==> src/rtl/core/mit_pkg.sv <==
// mit_pkg: shared types and constants for the moving inversion memory test
// no dependencies; imported by every module of the block
`timescale 1ns / 1ps

package mit_pkg;

    localparam int ADDR_WIDTH = 32;
    localparam int DATA_WIDTH = 32;
    localparam int PADDR_WIDTH = 4;
    localparam int PDATA_WIDTH = 32;

    localparam logic [ADDR_WIDTH-1:0] WORD_STEP = ADDR_WIDTH'(4);
    localparam logic [DATA_WIDTH-1:0] PATTERN_RESET = DATA_WIDTH'(32'h5555_aaaa);
    localparam logic [ADDR_WIDTH-1:0] LIMIT_RESET = ADDR_WIDTH'(32'h0010_0000);

    // register index, taken from paddr[3:2]
    typedef enum logic [1:0] {
        REG_START = 2'd0,
        REG_END = 2'd1,
        REG_PATTERN = 2'd2,
        REG_LIMIT = 2'd3
    } reg_idx_t;

    typedef enum logic [1:0] {
        OP_NONE = 2'd0,
        OP_WRITE = 2'd1,
        OP_READ = 2'd2
    } op_t;

    typedef enum logic [7:0] {
        PH_IDLE = 8'b0000_0001,
        PH_FILL = 8'b0000_0010,
        PH_UPRD = 8'b0000_0100,
        PH_UPWR = 8'b0000_1000,
        PH_DNRD = 8'b0001_0000,
        PH_DNWR = 8'b0010_0000,
        PH_PASS = 8'b0100_0000,
        PH_FAIL = 8'b1000_0000
    } phase_t;

    typedef struct packed {
        logic [ADDR_WIDTH-1:0] start_address;
        logic [ADDR_WIDTH-1:0] end_address;
        logic [DATA_WIDTH-1:0] fill_pattern;
        logic [ADDR_WIDTH-1:0] protected_limit;
    } cfg_t;

    typedef struct packed {
        logic [1:0] op;
        logic [ADDR_WIDTH-1:0] address;
        logic [DATA_WIDTH-1:0] write_data;
        logic done_res;
        logic failed;
        logic [ADDR_WIDTH-1:0] fail_address;
    } result_t;

endpackage

==> src/rtl/core/mit_core.sv <==
// mit_core: test sequencer state, step logic and result register
// depends on mit_pkg
`timescale 1ns / 1ps

module mit_core
    import mit_pkg::*;
(
    input  logic                  clk,
    input  logic                  rst_n,
    input  logic                  item_valid,
    input  logic                  item_kind,
    input  logic [DATA_WIDTH-1:0] item_read_data,
    input  cfg_t                  cfg,
    output logic                  take,
    output logic                  out_valid,
    input  logic                  out_stall,
    output result_t               result
);

    phase_t                phase_reg, phase_next;
    logic [ADDR_WIDTH-1:0] cursor_reg, cursor_next;
    logic [ADDR_WIDTH-1:0] first_reg;
    logic                  out_valid_reg;
    result_t               result_reg, result_next;

    logic [ADDR_WIDTH-1:0] max_start, f, c, end_a;
    logic [DATA_WIDTH-1:0] pat, inv;
    logic                  fwd_ok, up_ok, dn_ok, back_ok;
    logic [1:0]            op_n;
    logic [ADDR_WIDTH-1:0] addr_n;
    logic [DATA_WIDTH-1:0] wd_n;

    assign take = item_valid && (!out_valid_reg || !out_stall);
    assign out_valid = out_valid_reg;
    assign result = result_reg;

    assign end_a = cfg.end_address;
    assign pat = cfg.fill_pattern;
    assign inv = ~cfg.fill_pattern;
    assign max_start = (cfg.start_address > cfg.protected_limit) ?
                       cfg.start_address : cfg.protected_limit;
    // a start item uses max_start directly; an advance item uses the latched first address and cursor
    assign f = item_kind ? first_reg : max_start;
    assign c = item_kind ? cursor_reg : max_start;

    assign fwd_ok = (c < end_a) && ((end_a - c) > WORD_STEP);
    assign up_ok = f < end_a;
    assign dn_ok = (end_a >= f) && ((end_a - f) >= WORD_STEP);
    assign back_ok = (c >= f) && ((c - f) >= WORD_STEP);

    always_comb
    begin
        phase_next = phase_reg;
        cursor_next = c;
        op_n = OP_NONE;
        addr_n = '0;
        wd_n = '0;
        if (!item_kind)
        begin
            if (up_ok)
            begin
                phase_next = PH_FILL;
                op_n = OP_WRITE;
                addr_n = c;
                wd_n = pat;
            end
            else
            begin
                // empty region: nothing to walk in either direction
                phase_next = PH_PASS;
            end
        end
        else
        begin
            unique case (phase_reg) inside
                PH_FILL, PH_UPWR:
                begin
                    if (fwd_ok)
                    begin
                        cursor_next = c + WORD_STEP;
                        phase_next = (phase_reg == PH_FILL) ? PH_FILL : PH_UPRD;
                        op_n = (phase_reg == PH_FILL) ? OP_WRITE : OP_READ;
                        addr_n = c + WORD_STEP;
                        wd_n = (phase_reg == PH_FILL) ? pat : '0;
                    end
                    else if (phase_reg == PH_FILL && up_ok)
                    begin
                        cursor_next = f;
                        phase_next = PH_UPRD;
                        op_n = OP_READ;
                        addr_n = f;
                    end
                    else if (dn_ok)
                    begin
                        cursor_next = end_a - WORD_STEP;
                        phase_next = PH_DNRD;
                        op_n = OP_READ;
                        addr_n = end_a - WORD_STEP;
                    end
                    else
                    begin
                        phase_next = PH_PASS;
                    end
                end
                PH_UPRD:
                begin
                    if (item_read_data != pat)
                    begin
                        phase_next = PH_FAIL;
                    end
                    else
                    begin
                        phase_next = PH_UPWR;
                        op_n = OP_WRITE;
                        addr_n = c;
                        wd_n = inv;
                    end
                end
                PH_DNRD:
                begin
                    if (item_read_data != inv)
                    begin
                        phase_next = PH_FAIL;
                    end
                    else
                    begin
                        phase_next = PH_DNWR;
                        op_n = OP_WRITE;
                        addr_n = c;
                        wd_n = pat;
                    end
                end
                PH_DNWR:
                begin
                    if (back_ok)
                    begin
                        cursor_next = c - WORD_STEP;
                        phase_next = PH_DNRD;
                        op_n = OP_READ;
                        addr_n = c - WORD_STEP;
                    end
                    else
                    begin
                        phase_next = PH_PASS;
                    end
                end
                default:
                begin
                    // idle, pass, fail: report only
                    phase_next = phase_reg;
                end
            endcase
        end

        result_next.op = op_n;
        result_next.address = addr_n;
        result_next.write_data = wd_n;
        result_next.done_res = (phase_next == PH_PASS) || (phase_next == PH_FAIL);
        result_next.failed = (phase_next == PH_FAIL);
        result_next.fail_address = (phase_next == PH_FAIL) ? cursor_next : '0;
    end

    always_ff @(posedge clk or negedge rst_n)
    begin
        if (!rst_n)
        begin
            phase_reg <= PH_IDLE;
            cursor_reg <= '0;
            first_reg <= '0;
            out_valid_reg <= 1'b0;
        end
        else
        begin
            if (take)
            begin
                phase_reg <= phase_next;
                cursor_reg <= cursor_next;
                if (!item_kind)
                begin
                    first_reg <= max_start;
                end
                out_valid_reg <= 1'b1;
            end
            else if (!out_stall)
            begin
                out_valid_reg <= 1'b0;
            end
        end
    end

    always_ff @(posedge clk)
    begin
        if (take)
        begin
            result_reg <= result_next;
        end
    end

endmodule

==> config.mk <==
export PLATFORM = sky130hd
export DESIGN_NAME = mit_core
export DESIGN_NICKNAME = d
export VERILOG_FILES = /design/src/rtl/core/mit_pkg.sv /design/src/rtl/core/mit_core.sv
export SDC_FILE = /design/constraint.sdc
export NUM_CORES = 1
export LEC_CHECK = 0
export ABC_AREA = 1
export BUFFER_PORTS_ARGS = -buffer_cell sky130_fd_sc_hd__buf_4
export CAP_MARGIN = 15
export CORE_ASPECT_RATIO = 1.4
export CORE_UTILIZATION = 55
export CTS_CLUSTER_SIZE = 20
export DETAILED_ROUTE_END_ITERATION = 16
export GPL_ROUTABILITY_DRIVEN = 1
export PLACE_DENSITY = 0.88
export SYNTH_ARGS = -nofsm -noshare
export SYNTH_HDL_FRONTEND = slang
export SYNTH_SLANG_ARGS = --single-unit
==> constraint.sdc <==
create_clock -name clk -period 5.3 [get_ports clk]
set_clock_uncertainty 0.2 [all_clocks]
set_input_delay 0.265 -clock clk [delete_from_list [all_inputs] [get_ports clk]]
set_output_delay 0.265 -clock clk [all_outputs]
set_load 0.03 [all_outputs]
==> results.cfg, run 1 <==
[outcome]
status = stopped before the end
failed_stage = 5_1_grt
error = [ERROR GRT-0232] Routing congestion too high. Check the congestion heatmap in the GUI.

[floorplanning]
num_rows = 84
ios = 267
die_w_microns = 168
start_util = 0.562
die_h_microns = 235

[yosys]
synthCells = 3358
async_flop_share = 0.422
yosys.area.top_type = nand2_1
synth_area_sq_um = 21300
yosysWarningCount = 0
synth.distinct_cells = 70
synth_flop_cell = edfxtp_1
synthMuxAreaShare = 0
synth_edf_count = 100
yosysMostFrequentCell = nand2_1
yosys-top-cells-area = nand2_1 19%, edfxtp_1 14%, dfrtp_1 8.5%
synth_top_cells_by_count = 1051 x nand2_1, 345 x nand3_1, 307 x nor2_1, 282 x inv_1, 172 x o21ai_0
synth_top_area_frac = 0.185
synth_seq_cells = 173
syn-mean-instance-area_sq_um = 6.34
synth_xor_area_frac = 0.0514
synth-simple-area-share = 0.427
yosysSeqAreaShare = 0.227
synth_compound_area_frac = 0.134
synth_fa_ha_area_frac = 0.0795
syn-num-nets = 3657
synth_top_family_by_area = simple AND/OR/NAND/NOR gates

[clocking]
cts-root-buf = clkbuf_16
cts_sinks = 173
cts-buffers-inserted = 17
clockBufferDepth = 2
h-tree-depth = 4

[place]
port_buffers = 266
dpl.hpwl_mm = 83.9
gp_congestion = 1.15
pre_cts_ws_ns = -0.985

[global_routing]
grt_overflow_total = 267
grt_max_degree = 92
track_usage = 0.803

[sta]
grt_repair_worst_endpoint = result[18]$_SDFFCE_PP0P_/D
worst_endpoint_kind = sequential cell input
[cell families after synthesis]
| family | after synthesis |
|---|---|
| AO/OA/AOI/OAI | 495 |
| adder cells (fa/ha/maj) | 134 |
| flip-flops | 173 |
| AND/OR/NAND/NOR | 2011 |
| XOR/XNOR | 125 |
| buffers and inverters | 420 |
[per-layer routing]
layer,GRT usage,GRT overflow
met3,0.694,13
met1,0.777,3
met2,0.951,140
met4,0.826,109
met5,0.339,2
[what timing repair did]
action                                  CTS
buffers inserted                         24
endpoints found under the hold margin   103
gates resized for setup                 122
endpoints found under the setup margin  132
hold buffers                             32
pin swaps                                41
gates cloned                              3
[through the flow]
stage                      util  instance area [sq um]  cells
after floorplan               -                  21300   3358
after global placement    0.740                  28000   4582
after detailed placement  0.740                  28000   4582
after CTS                 0.783                  29600   4673
==> inputs of run 2 (changes only) <==
Settings changed: CORE_ASPECT_RATIO 1.4 to default, CORE_UTILIZATION 55 to 40, CTS_CLUSTER_SIZE 20 to default, PLACE_DENSITY 0.88 to default, PLACE_DENSITY_LB_ADDON from default to 0.15.
==> run 2 against run 1 <==
Effect of this change:
- the flow now finishes without violations
- synthesized cell count is the same
- synthesized area is the same
==> results.cfg, run 2 <==
[critical_path]
critPathKind = in2reg
max_stage_delay_ns = 0.40
critPathLaunch = cfg[123]
worst_setup_path_start_kind = input pin
path_max_fanout = 8
crit_required_ns = 5.32
cp.arrival_ns = 5.21
r2r-start = cursor_reg[15]$_DFFE_PN0P_
endpoint_kind = register
slowest_stage = fa_2
critPathBufInv = 7
cp_top_family = simple AND/OR/NAND/NOR gates

[finish]
largest_register_ffs = 100
final_common_cell = nand2_1
finalNetCount = 4544
fin_cells = 4946
regArea_sq_um = 4830
area_growth_pct = 50.9
nFillCells = 5098
multi_input_area_sq_um = 16800
diodes = 0
drive_gt1_frac = 0.361
final_cell_mix = 976 x nand2_1, 876 x buf_4, 305 x nand3_1

[clocking]
worst_skew_pair.late_latency_ns = 0.48
clockBufferDepth = 2
h-tree-depth = 4
clk_pin_slew_ns = 0.08
cts-buffers-inserted = 17
cts-root-buf = clkbuf_16
cts_sinks = 173
cts_tree = built

[power_and_ir_drop]
powerDensity_nw_per_um2 = 326
p_leak_nw = 15.4
power_w = 0.0105
ir_worst_vdd_v = 0.000276

[drt]
wl_met1_mm = 43.3
wirelength_mm = 103
wl_met3_mm = 8.77
post_drt_via_cell_ratio = 5.46
dr.pass1.iters = 6
drtIter0Drc = 2767
vias = 27000
dr_wl_met2_mm = 46.2
highest_layer = met4
wl_per_cell_microns = 20.8
ant_nets = 0
drc = 0

[sta]
clock.fmax_mhz = 193
slew_violations = 0
fin_crit_ns = 5.19
rsz0062_at_grt = yes
slew_headroom = 0.329
setup_viol = 0
final_hold_viol_count = 0
worstMarginPinSlew_ns = 1.01
post-route-period-util = 0.978

[place]
dp_cells = 4840
dpl.hpwl_mm = 83.1
port_buffers = 266
gp_congestion = 1.09

[yosys]
synth_edf_count = 100
yosysSeqAreaShare = 0.227
yosysWarningCount = 0
synth_area_sq_um = 21300
synth_top_cells_by_count = 1051 x nand2_1, 345 x nand3_1, 307 x nor2_1, 282 x inv_1, 172 x o21ai_0
yosys.area.top_type = nand2_1
synth_top_area_frac = 0.185
async_flop_share = 0.422
synthCells = 3358
yosysMostFrequentCell = nand2_1
synth_seq_cells = 173
yosys-top-cells-area = nand2_1 19%, edfxtp_1 14%, dfrtp_1 8.5%
syn-mean-instance-area_sq_um = 6.34
synth_flop_cell = edfxtp_1
syn-num-nets = 3657
synth.distinct_cells = 70

[floorplanning]
die_h_microns = 233
dieArea_sq_um = 54100
num_rows = 84
core_sq_um = 52600
die_w_microns = 233
start_util = 0.405
ios = 267

[global_routing]
grt_max_degree = 73
track_usage = 0.368
grt_pass1_vias = 24500
grt_overflow_total = 0
antenna_found_initial = 0
grt_pass1_wl_mm = 149

[hold_path]
hp-start = cfg[13]
hold_path.class = in2reg

[outcome]
status = finished, final reports clean

[job]
cap_viol_max_count = 0
==> run 2: cell counts after synthesis <==
Identical to the previous run, type by type.
==> run 2: final timing paths <==
| path | cells after the start | slack [ns] | endpoint |
|---|---|---|---|
| max in group asynchronous | 3 | 3.78 | first_reg[5]$_DFFE_PN0P_ |
| min in group asynchronous | 2 | 0.12 | cursor_reg[22]$_DFFE_PN0P_ |
| min reg2reg | 1 | 0.27 | phase_reg[0]$_DFFE_PN1P_ |
| max reg2reg | 25 | 0.92 | result[3]$_SDFFCE_PP0P_ |
| min | 5 | 0.1 | first_reg[13]$_DFFE_PN0P_ |
| max | 34 | 0.11 | result[16]$_SDFFCE_PP0P_ |
==> run 2: tightest hold or removal path, delay by kind of cell <==
kind | cells | cell delay [ns]
buffers and inverters | 1 | 0.09
AND/OR/NAND/NOR | 2 | 0.13
AO/OA/AOI/OAI | 2 | 0.25
==> run 2: stage by stage <==
step / utilization / hold slack (ns) / setup TNS (ns) / setup slack (ns) / cell area (sq um)
final: 0.611 / 0.0952 / 0 / 0.114 / 32100
after global routing: 0.611 / 0.120 / -3.18 / -0.111 / 32100
after CTS: 0.562 / 0.126 / 0 / 0.0107 / 29500
after detailed placement: 0.544 / 0.0711 / -70.17 / -0.702 / 28600
after global placement: 0.544 / 0.0702 / -52.42 / -0.580 / 28600
after floorplan: - / -0.231 / 0 / 0.307 / 21300
==> run 2: logic make-up after synthesis <==
group,share of synthesized area
buffers and inverters,0.0810
AOI/OAI and AO/OA,0.134
and+or+nand+nor,0.427
DFF,0.227
xor gates and xnor gates,0.0514
adders and majority gates,0.0795
==> run 2: report_power, final <==
group | total (W) | internal [W] | switching [W]
logic | 0.00741 | 0.00309 | 0.00431
clock network | 0.00127 | 0.000655 | 0.000616
registers | 0.00179 | 0.00167 | 0.000120
==> run 2: per-layer routing <==
metal	vias to the layer above	GRT usage
li1	13000	-
met1	12500	0.500
met2	1276	0.588
met3	216	0.0510
met4	0	0.141
met5	-	0
==> run 2: layout make-up <==
class / count / area share
Tap cell: 688 / 0.0268
Inverter: 321 / 0.0381
Clock buffer: 18 / 0.0134
Clock inverter: 14 / 0.00409
Sequential cell: 173 / 0.150
Multi-Input combinational cell: 2765 / 0.522
Timing Repair Buffer: 967 / 0.245
==> run 2: what timing repair did <==
action | CTS | global route
cloned | 0 | 4
endpoints found under the setup margin | 95 | 136
hold buffers | 34 | 0
endpoints found under the hold margin | 64 | 0
gates resized for setup | 7 | 543
pin swaps | 1 | 133
buffers inserted | 2 | 34
Power figures use the tool's default switching activity.
